**config.mk**
```make
export PLATFORM = sky130hd
export DESIGN_NAME = sorted_key_value_table
export DESIGN_NICKNAME = d
export VERILOG_FILES = /design/src/design/skvt_pkg.sv /design/src/design/sorted_key_value_table.sv /design/src/design/skvt_cell.sv
export SDC_FILE = /design/constraint.sdc
export NUM_CORES = 2
export LEC_CHECK = 0
export CAP_MARGIN = 20
export CORE_ASPECT_RATIO = 0.8
export CORE_MARGIN = 3
export CORE_UTILIZATION = 55
export DETAILED_ROUTE_END_ITERATION = 8
export DONT_BUFFER_PORTS = 1
export HOLD_SLACK_MARGIN = 0.12
export PLACE_DENSITY = 0.72
export SYNTH_ARGS = -nofsm -noshare
export SYNTH_HDL_FRONTEND = slang
export SYNTH_HIERARCHICAL = 1
export SYNTH_SLANG_ARGS = --single-unit
```
**constraint.sdc**
```tcl
create_clock -name clk_i -period 7.3 [get_ports clk_i]
set_input_delay 0.365 -clock clk_i [delete_from_list [all_inputs] [get_ports clk_i]]
set_output_delay 0.365 -clock clk_i [all_outputs]
set_load 0.01 [all_outputs]
```
**src/design/skvt_pkg.sv**
```systemverilog
// ---------------------------------------------------------------------------
// Sorted key/value table package
// Shared types, codes and sizes of the sorted key/value table.
// ---------------------------------------------------------------------------
`default_nettype none

package skvt_pkg;

  // Default number of entries.
  localparam int CAPACITY = 16;

  // Field widths.
  localparam int KEY_W    = 32;
  localparam int VALUE_W  = 32;
  localparam int STATUS_W = 3;
  localparam int POS_W    = 5;

  // Positions merged by one first-level reduction group.
  localparam int GROUP_SIZE = 16;

  typedef enum logic {
    OP_LOOKUP = 1'b0,
    OP_INSERT = 1'b1
  } opcode_e;

  typedef enum logic [STATUS_W-1:0] {
    ST_HIT      = 3'd0,
    ST_MISS     = 3'd1,
    ST_INSERTED = 3'd2,
    ST_PRESENT  = 3'd3,
    ST_FULL     = 3'd4
  } status_e;

  typedef enum logic [3:0] {
    S_IDLE = 4'b0001,
    S_CMP  = 4'b0010,
    S_GRP  = 4'b0100,
    S_FIN  = 4'b1000
  } state_e;

  // Control broadcast from the sequencer to every cell.
  typedef struct packed {
    logic cmp_en;
    logic shift_en;
  } cell_ctrl_t;

endpackage

`default_nettype wire

```
**src/design/sorted_key_value_table.sv**
```systemverilog
// ---------------------------------------------------------------------------
// Sorted key/value table
// Keeps up to CAPACITY key/value pairs in ascending order of unsigned key and
// serves lookup and insert requests.
// ---------------------------------------------------------------------------
// Each request goes through four steps to a registered result: acceptance,
// a compare in which every cell compares its key with the request key, the
// first-level merge of the cell flags in groups of sixteen positions, and
// the final merge, which moves the entries on an insert and waits while the
// output register holds a result not yet taken. The next request is accepted
// in the cycle after the result is registered, so a new request is taken
// only once the last is through; a waiting result holds back the final merge
// of the next request, not its acceptance. An insert moves every larger entry
// up by one slot as the result is registered, each cell taking the entry of its
// lower neighbour. The position reported is the number of stored keys below
// the request key, which is both the index of a matching entry and the
// insertion point of a missing one; it is given modulo 32. The entry count
// is cleared by reset; the entries themselves hold nothing until written and
// need no clearing pass, so the block is ready in the first cycle after
// reset.
`default_nettype none

module sorted_key_value_table #(
  parameter int CAPACITY = skvt_pkg::CAPACITY
) (
  input  wire logic                                     clk_i,
  input  wire logic                                     rst_ni,
  input  wire logic                                     in_valid_i,
  output logic                                          in_ready_o,
  input  wire logic                                     opcode_i,
  input  wire logic        [skvt_pkg::KEY_W-1:0]        key_i,
  input  wire logic signed [skvt_pkg::VALUE_W-1:0]      entry_value_i,
  output logic                                          out_valid_o,
  input  wire logic                                     out_ready_i,
  output logic             [skvt_pkg::STATUS_W-1:0]     status_o,
  output logic             [skvt_pkg::POS_W-1:0]        position_o,
  output logic signed      [skvt_pkg::VALUE_W-1:0]      found_value_o
);

  localparam int CW   = $clog2(CAPACITY + 1);
  localparam int GS   = skvt_pkg::GROUP_SIZE;
  localparam int NGRP = (CAPACITY + GS) / GS;
  localparam int NPAD = NGRP * GS;
  localparam int KW   = skvt_pkg::KEY_W;
  localparam int VW   = skvt_pkg::VALUE_W;

  skvt_pkg::state_e state_q, state_d;

  // Request held for the duration of its processing.
  logic          req_op_q;
  logic [KW-1:0] req_key_q;
  logic [VW-1:0] req_val_q;

  logic [CW-1:0] count_q;

  // Cell row.
  skvt_pkg::cell_ctrl_t ctrl;
  logic [CAPACITY-1:0]  lt, eq, occ;
  logic [KW-1:0]        cell_key [CAPACITY];
  logic [VW-1:0]        cell_val [CAPACITY];

  // First-level merge, one register set per group.
  logic [NGRP-1:0] grp_eq_d, grp_eq_q;
  logic [CW-1:0]   grp_pos_d [NGRP];
  logic [CW-1:0]   grp_pos_q [NGRP];
  logic [VW-1:0]   grp_val_d [NGRP];
  logic [VW-1:0]   grp_val_q [NGRP];

  logic [CAPACITY+1:0] lt_ext;
  logic [NPAD-1:0]     bnd;
  logic [NPAD-1:0]     eq_pad;
  logic [VW-1:0]       hit_val [NPAD];

  // Final merge.
  logic                      hit;
  logic [CW-1:0]             fin_pos;
  logic [VW-1:0]             fin_val;
  logic [CW+4:0]             pos_ext;
  logic                      full;
  logic                      out_load;
  skvt_pkg::status_e         status_d;
  logic [VW-1:0]             found_d;

  // Output register.
  logic                         out_valid_q;
  skvt_pkg::status_e            status_q;
  logic [skvt_pkg::POS_W-1:0]   pos_q;
  logic [VW-1:0]                found_q;

  // -------------------------------------------------------------------------
  // Sequencer
  // -------------------------------------------------------------------------
  assign in_ready_o = (state_q == skvt_pkg::S_IDLE);
  assign out_load   = (state_q == skvt_pkg::S_FIN) && (!out_valid_q || out_ready_i);
  assign full       = (count_q == CW'(CAPACITY));

  always_comb begin
    state_d = state_q;
    case (state_q)
      skvt_pkg::S_IDLE: begin
        if (in_valid_i) begin
          state_d = skvt_pkg::S_CMP;
        end
      end
      skvt_pkg::S_CMP: begin
        state_d = skvt_pkg::S_GRP;
      end
      skvt_pkg::S_GRP: begin
        state_d = skvt_pkg::S_FIN;
      end
      skvt_pkg::S_FIN: begin
        if (out_load) begin
          state_d = skvt_pkg::S_IDLE;
        end
      end
      default: begin
        state_d = skvt_pkg::S_IDLE;
      end
    endcase
  end

  always_ff @(posedge clk_i or negedge rst_ni) begin
    if (!rst_ni) begin
      state_q <= skvt_pkg::S_IDLE;
    end else begin
      state_q <= state_d;
    end
  end

  always_ff @(posedge clk_i) begin
    if (in_valid_i && in_ready_o) begin
      req_op_q  <= opcode_i;
      req_key_q <= key_i;
      req_val_q <= entry_value_i;
    end
  end

  // -------------------------------------------------------------------------
  // Cell row
  // -------------------------------------------------------------------------
  // The cells compare in the cycle after acceptance. An insert of an absent
  // key into a table with room moves the entries as the result is registered.
  assign ctrl.cmp_en   = (state_q == skvt_pkg::S_CMP);
  assign ctrl.shift_en = out_load && (req_op_q == skvt_pkg::OP_INSERT) && !hit && !full;

  for (genvar i = 0; i < CAPACITY; i++) begin : g_cell
    logic [KW-1:0] prev_key;
    logic [VW-1:0] prev_val;
    logic          prev_lt;

    // The lowest cell has no neighbour below: it behaves as if one with a
    // smaller key were there, so it takes the new pair when it moves.
    if (i == 0) begin : g_first
      assign prev_key = req_key_q;
      assign prev_val = req_val_q;
      assign prev_lt  = 1'b1;
    end else begin : g_rest
      assign prev_key = cell_key[i-1];
      assign prev_val = cell_val[i-1];
      assign prev_lt  = lt[i-1];
    end

    assign occ[i] = (CW'(i) < count_q);

    skvt_cell u_cell (
      .clk_i      (clk_i),
      .ctrl_i     (ctrl),
      .occ_i      (occ[i]),
      .key_i      (req_key_q),
      .val_i      (req_val_q),
      .prev_key_i (prev_key),
      .prev_val_i (prev_val),
      .prev_lt_i  (prev_lt),
      .key_o      (cell_key[i]),
      .val_o      (cell_val[i]),
      .lt_o       (lt[i]),
      .eq_o       (eq[i])
    );
  end

  // -------------------------------------------------------------------------
  // Merge of the cell flags
  // -------------------------------------------------------------------------
  // The entries below the request key form a run from position zero, so the
  // position is where that run ends: the one place whose lower neighbour is
  // below the key and which itself is not.
  assign lt_ext = {1'b0, lt, 1'b1};
  assign eq_pad = NPAD'(eq);

  always_comb begin
    bnd = '0;
    for (int p = 0; p <= CAPACITY; p++) begin
      bnd[p] = lt_ext[p] & ~lt_ext[p+1];
    end
  end

  always_comb begin
    for (int p = 0; p < NPAD; p++) begin
      hit_val[p] = '0;
    end
    for (int p = 0; p < CAPACITY; p++) begin
      hit_val[p] = eq[p] ? cell_val[p] : '0;
    end
  end

  always_comb begin
    for (int g = 0; g < NGRP; g++) begin
      grp_eq_d[g]  = 1'b0;
      grp_pos_d[g] = '0;
      grp_val_d[g] = '0;
      for (int j = 0; j < GS; j++) begin
        grp_eq_d[g]  = grp_eq_d[g] | eq_pad[g*GS+j];
        grp_val_d[g] = grp_val_d[g] | hit_val[g*GS+j];
        if (bnd[g*GS+j]) begin
          grp_pos_d[g] = grp_pos_d[g] | CW'(g*GS+j);
        end
      end
    end
  end

  always_ff @(posedge clk_i) begin
    if (state_q == skvt_pkg::S_GRP) begin
      grp_eq_q  <= grp_eq_d;
      grp_pos_q <= grp_pos_d;
      grp_val_q <= grp_val_d;
    end
  end

  always_comb begin
    hit     = 1'b0;
    fin_pos = '0;
    fin_val = '0;
    for (int g = 0; g < NGRP; g++) begin
      hit     = hit | grp_eq_q[g];
      fin_pos = fin_pos | grp_pos_q[g];
      fin_val = fin_val | grp_val_q[g];
    end
  end

  assign pos_ext = {5'b0, fin_pos};

  always_comb begin
    found_d = '0;
    if (req_op_q == skvt_pkg::OP_LOOKUP) begin
      if (hit) begin
        status_d = skvt_pkg::ST_HIT;
        found_d  = fin_val;
      end else begin
        status_d = skvt_pkg::ST_MISS;
      end
    end else if (hit) begin
      status_d = skvt_pkg::ST_PRESENT;
    end else if (full) begin
      status_d = skvt_pkg::ST_FULL;
    end else begin
      status_d = skvt_pkg::ST_INSERTED;
    end
  end

  always_ff @(posedge clk_i or negedge rst_ni) begin
    if (!rst_ni) begin
      count_q <= '0;
    end else if (ctrl.shift_en) begin
      count_q <= count_q + CW'(1);
    end
  end

  // -------------------------------------------------------------------------
  // Output register
  // -------------------------------------------------------------------------
  always_ff @(posedge clk_i or negedge rst_ni) begin
    if (!rst_ni) begin
      out_valid_q <= 1'b0;
    end else if (out_load) begin
      out_valid_q <= 1'b1;
    end else if (out_ready_i) begin
      out_valid_q <= 1'b0;
    end
  end

  always_ff @(posedge clk_i) begin
    if (out_load) begin
      status_q <= status_d;
      pos_q    <= pos_ext[skvt_pkg::POS_W-1:0];
      found_q  <= found_d;
    end
  end

  assign out_valid_o   = out_valid_q;
  assign status_o      = status_q;
  assign position_o    = pos_q;
  assign found_value_o = found_q;

endmodule

`default_nettype wire

```
**src/design/skvt_cell.sv**
```systemverilog
// ---------------------------------------------------------------------------
// Sorted key/value table cell
// Holds one entry, compares it against the search key and, on an insert,
// keeps its entry, takes the new pair or takes the entry of its lower
// neighbour.
// ---------------------------------------------------------------------------
`default_nettype none

module skvt_cell (
  input  wire logic                              clk_i,
  input  wire skvt_pkg::cell_ctrl_t              ctrl_i,
  input  wire logic                              occ_i,
  input  wire logic [skvt_pkg::KEY_W-1:0]        key_i,
  input  wire logic [skvt_pkg::VALUE_W-1:0]      val_i,
  input  wire logic [skvt_pkg::KEY_W-1:0]        prev_key_i,
  input  wire logic [skvt_pkg::VALUE_W-1:0]      prev_val_i,
  input  wire logic                              prev_lt_i,
  output logic      [skvt_pkg::KEY_W-1:0]        key_o,
  output logic      [skvt_pkg::VALUE_W-1:0]      val_o,
  output logic                                   lt_o,
  output logic                                   eq_o
);

  logic [skvt_pkg::KEY_W-1:0]   key_q, key_d;
  logic [skvt_pkg::VALUE_W-1:0] val_q, val_d;
  logic                         lt_q, eq_q;

  // An entry below the new key stays; the first entry not below it takes the
  // new pair, and every entry above that takes its neighbour's entry.
  always_comb begin
    key_d = key_q;
    val_d = val_q;
    if (ctrl_i.shift_en && !lt_q) begin
      if (prev_lt_i) begin
        key_d = key_i;
        val_d = val_i;
      end else begin
        key_d = prev_key_i;
        val_d = prev_val_i;
      end
    end
  end

  always_ff @(posedge clk_i) begin
    key_q <= key_d;
    val_q <= val_d;
    if (ctrl_i.cmp_en) begin
      lt_q <= occ_i && (key_q < key_i);
      eq_q <= occ_i && (key_q == key_i);
    end
  end

  assign key_o = key_q;
  assign val_o = val_q;
  assign lt_o  = lt_q;
  assign eq_o  = eq_q;

endmodule

`default_nettype wire

```
# Word level (Yosys, flattened, before mapping)
# Index checks and enable logic that the tools add are counted.
classes:
  add_sub_neg: 1
  order_cmp: 32
  eq_ne: 23
  muxes: 69
  bitwise: 62
  n_reduce_logical: 79
op_table:
  columns: ["operator", "n"]
  rows:
  - ["32-bit two-way mux", 46]
  - ["32-bit equality test", 16]
  - ["32-bit less-than comparator", 16]
  - ["32-bit OR", 15]
  - ["1-bit logical AND", 53]
  - ["4-bit by 5-bit less-than comparator with 1-bit output (first input constant)", 8]
  - ["4-bit two-way mux", 8]
  - ["3-bit two-way mux", 7]
  - ["3-bit by 5-bit less-than comparator with 1-bit output (first input constant)", 4]
  - ["1-bit logical NOT", 19]
  - ["1-bit NOT", 16]
  - ["4-bit case mux with 4 select lines", 1]
  - ["1-bit AND", 15]
  - ["1-bit OR", 15]
  - ["1-bit by 5-bit less-than comparator with 1-bit output (first input constant)", 2]
  - ["2-bit by 5-bit less-than comparator with 1-bit output (first input constant)", 2]
  - ["8-bit OR reduction", 1]
  - ["5-bit by 1-bit adder with 5-bit output (second input constant)", 1]
  - ["5-bit equality test (second input constant)", 1]
  - ["5-bit two-way mux", 1]
  - ["5-bit OR", 1]
  - ["4-bit by 1-bit equality test with 1-bit output (second input constant)", 1]
  - ["4-bit by 2-bit equality test with 1-bit output (second input constant)", 1]
  - ["4-bit by 3-bit equality test with 1-bit output (second input constant)", 1]
  - ["9 further kinds", 15]
word_totals:
  register_bits: 1214
  inputBits: 69
  output_inout_bits: 42
  wordCells: 347

# Logic depth before layout (Yosys ltp)
logic_depth:
  ltp_word: 16
  depth_mapped: 7
  ltp_nobuf: 7

# Modules after synthesis
# The synthesis kept the hierarchy.
by_module_without_submodules:
  columns: ["mod", "n_inst", "cells_each", "area_per_inst_um2", "seq_area_each_um2"]
  rows:
  - ["skvt_cell (g_cell[0].u_cell ...)", 15, 252, 3555.9, 1981.9]
  - ["sorted_key_value_table", 1, 637, 8064.0, 4545.6]
  - ["skvt_cell (g_cell[2].u_cell)", 1, 252, 3550.9, 1981.9]

# Worst setup path after synthesis
# No wires, ideal clock.
synth_timing:
  path_kind: "reg-to-reg"
  start: "register state_q[1]"
  end: "register g_cell[15].u_cell.key_q (netlist bit g_cell[15].u_cell/key_o[0]) (enable)"
  setup_time_ns: 0.493
  arrival_ns: 4.487
  required_time_ns: 6.807
  path_slack_ns: 2.319
  stages_incl_launch_ff: 4
  path_buffers: 0
  synth_period_minus_slack_ns: 4.981
  path_cell_list: "dfrtp_1 or4b_4 nor4_4 nor2b_1"
synth_rtl:
  columns: ["element", "line", "source"]
  rows:
  - ["from (decl)", "sorted_key_value_table.sv:47", "skvt_pkg::state_e state_q, state_d;"]
  - ["from (signal assigned)", "sorted_key_value_table.sv:124", "state_q <= skvt_pkg::S_IDLE;"]
  - ["from (signal assigned)", "sorted_key_value_table.sv:126", "state_q <= state_d;"]
  - ["to (signal assigned)", "skvt_cell.sv:45", "key_q <= key_d;"]
  - ["to (decl)", "skvt_cell.sv:24", "logic [skvt_pkg::KEY_W-1:0] key_q, key_d;"]

==> impl_metrics.csv <==
group,metric,value,unit
outcome,status,"completed",
grt,first_global_vias,40200,
route,firstDrtPassIters,6,
critical_path,critPathLaunchType,"register",
critical_path,cp.arrival,4.34,ns
final_layout,utilization,0.616,
job,maxCapViolCount,0,
placed_design,place_congestion,0.860,
timing,period_needed,3.95,ns
timing,timing.fmax,0.253,GHz
synthesis,synthesis.nets,5254,
route,postRouteAntennaNets,0,
power_and_ir_drop,p_switching,5.39,mW
placed_design,portBuffers,0,
clocking,cts_sinks,1209,
synthesis,synthCells,4669,
synthesis,synth_top_area_share,0.554,
clocking,clk-insertion-delay-late,0.78,ns
clocking,cts_max_path_buffers,3,
power_and_ir_drop,switching_share,0.286,
timing,fin_tns_setup,0,ns
power_and_ir_drop,finalPower,18.8,mW
critical_path,worstSetupStartpoint,"state_q[1]",
route,avgViaCountPerCell,6.38,
timing,hold_slack,0.202,ns
grt,grt_usage,0.284,
placed_design,preCtsSetupSlack,3.31,ns
final_layout,layout.nets,5372,
synthesis,synth_area_leaders,"edfxtp_1, mux2_2, ha_1",
floorplanning,die_area,122000,um2
critical_path,cp-end-kind,"register",
clocking,root_buffer,"clkbuf_16",
synthesis,yosysWarnings,6,
critical_path,reg2reg_setup_slack,3.35,ns
route,wirelength,175,mm
route,drt_iter0_markers,4481,
power_and_ir_drop,combPwrFrac,0.211,
clocking,htreeDepth,4,
timing,fin_crit_sh,0.541,
timing,slew_violations,0,
power_and_ir_drop,p_per_area,262,nW/um2
timing,finClkSkew,0.0313,ns
placed_design,hpwl,107,mm
floorplanning,io_pins,111,
clocking,postCtsSetupRepairBufs,0,
critical_path,r2r_end,"g_cell[8].u_cell/val_o[22]",
placed_design,place_inst,6117,
power_and_ir_drop,power_leakage,27.2,nW
synthesis,synth_top_cell_by_area,"edfxtp_1",
critical_path,r2r-start,"state_q[1]",
final_layout,area_delta_synth_final,10.8,%
route,vias,41000,
synthesis,ys_types,49,
grt,grt_max_degree,68,
power_and_ir_drop,peakVddDrop,0.000274,V
clocking,tritoncts,"built",
worst_hold_path,hp-class,"primary input to register",
synthesis,async_flop_share,0.00827,
synthesis,ys_ff_latch,1209,
clocking,cts_resized,0,
timing,setup_ws,3.35,ns
timing,grt_setup_unrepaired,"no",
final_layout,layout.cells.non_filler,6430,
clocking,numCtsBuffers,131,
critical_path,r2r_cells,5,
timing,tightest_slew,1.19,ns
power_and_ir_drop,p_seq_frac,0.439,
clocking,path_clk_slew,0.06,ns
floorplanning,initial_core_util,0.556,
floorplanning,die_h,313,um
final_layout,nFillCells,8747,
synthesis,ys.flop_type,"edfxtp_1",
grt,antenna_found_initial,3,
critical_path,endpoint,"g_cell[8].u_cell/val_o[22]",
placed_design,place_area,66900,um2
final_layout,finalInstanceArea,71900,um2
power_and_ir_drop,clkPwrFrac,0.350,
timing,hold_viol,0,
floorplanning,core_area,117000,um2
floorplanning,die_w,390,um
critical_path,cp.required,7.69,ns
grt,grt_pass1_wl,261,mm
timing,relSlewSlack,0.205,
route,drc,0,
critical_path,timing_worst_setup_path_type,"register to register",
synthesis,avgSynthCellArea,13.9,um2
synthesis,ys_seq_area_frac,0.558,
synthesis,syn_area,65000,um2
grt,overflow,0,
floorplanning,rows,112,
final_layout,drive_gt1_frac,0.279,
critical_path,critPathMaxFanout,40,
timing,setup_viol_count_final,0,
power_and_ir_drop,internal-power,13.5,mW
synthesis,synth_edf_count,1199,
route,wl_per_cell,27.1,um
## layout make-up
class,count,area (um2),share of cell area
sequential,1209,36300,0.504
multi-input combinational,2723,25900,0.360
timing repair buffer,166,1560,0.0216
tap,1539,1930,0.0268
antenna,4,10.0,0.000139
clock buffer,169,3470,0.0483
inverter,556,2090,0.0290
clock inverter,64,704,0.00979
## registers in the layout, summed over array words and instances, names as in the netlist, 3 cells and up
register / count
g_cell.u_cell/val_o: 512
count_q: 5
state_q: 4
found_value_o: 32
g_cell.prev_val: 32
status_o: 3
grp_pos_q: 5
g_cell.u_cell/key_o: 512
g_cell.u_cell/lt_o: 16
grp_val_q: 32
g_cell.prev_key: 32
position_o: 5
g_cell.u_cell/eq_o: 16
## worst max-delay path, cell delays in order, from the launching register on
cell     delay (ns)
dfrtp_1        0.44
or4b_4         0.62
nor4_4         0.56
buf_6          0.27
nor2b_4        0.81
buf_4          0.80
## routing by layer
metal,vias up,GRT usage,part of all wire
met3,352,0.0604,0.11
li1,18100,-,-
met4,4,0.0910,0.031
met1,20500,0.439,0.45
met5,-,0,0.00013
met2,2068,0.398,0.41
## cells by family after synthesis
kind of cell	after synthesis	share of synthesized area
AOI/OAI and AO/OA	628	0.0723
xor gates and xnor gates	4	0.000539
adders and majority gates	516	0.0994
buffers and inverters	737	0.0449
DFF	1209	0.558
muxes	1024	0.178
other	1	0.0000577
and+or+nand+nor	550	0.0471
## Yosys cell counts, types with 38 or more instances
cell,number
a22o_1,144
mux2_2,1024
buf_2,96
nand2_1,156
o21ai_0,70
a221oi_1,145
nand4_1,99
edfxtp_1,1199
and2_1,51
a21oi_1,163
nor2_1,38
ha_1,516
clkbuf_1,82
inv_1,556
nand3_1,67
## power by group through the flow
stage / clock network (mW) / logic (mW) / registers, mW
floorplan: 0 / 2.59 / 8.47
global placement: 0 / 3.66 / 8.42
detailed placement: 0 / 3.81 / 8.42
CTS: 6.72 / 3.87 / 8.28
global route: 6.97 / 4.33 / 8.29
finish: 6.60 / 3.98 / 8.27
## how the worst min path moves through the flow
stage          slack (ns)               from  cells after the start                endpoint
2_1_floorplan        0.07             rst_ni                      0              count_q[0]
4_1_cts              0.15   entry_value_i[4]                      1   g_cell[0].prev_val[4]
5_1_grt              0.19  entry_value_i[23]                      1  g_cell[0].prev_val[23]
3_3_place_gp         0.07             rst_ni                      0             out_valid_o
6_report             0.20   entry_value_i[3]                      1   g_cell[0].prev_val[3]
3_5_place_dp         0.07             rst_ni                      0             out_valid_o
## cell usage in the layout, fill, tap and decap left out, types with 18 or more instances in the layout
| master | Yosys | layout |
|---|---|---|
| nand4_1 | 99 | 99 |
| a21oi_1 | 163 | 163 |
| nor2b_1 | 34 | 18 |
| dlygate4sd3_1 | 0 | 69 |
| edfxtp_1 | 1199 | 1199 |
| nor3_1 | 20 | 19 |
| clkinv_1 | 0 | 32 |
| clkbuf_16 | 0 | 132 |
| nand2_1 | 156 | 156 |
| ha_1 | 516 | 515 |
| a221oi_1 | 145 | 145 |
| mux2_2 | 1024 | 1024 |
| clkbuf_1 | 82 | 34 |
| nand3_1 | 67 | 67 |
| inv_1 | 556 | 556 |
| nor4_1 | 21 | 21 |
| a21o_1 | 33 | 33 |
| a22o_1 | 144 | 144 |
| buf_4 | 0 | 89 |
| nor2_1 | 38 | 37 |
| o21ai_0 | 70 | 70 |
| and2_1 | 51 | 50 |
## timing repair
| item | CTS | global route |
|---|---|---|
| hold endpoints to repair | 94 | 0 |
| endpoints found under the setup margin | 0 | 0 |
| hold buffers | 69 | 0 |
Power figures use the tool's default switching activity.
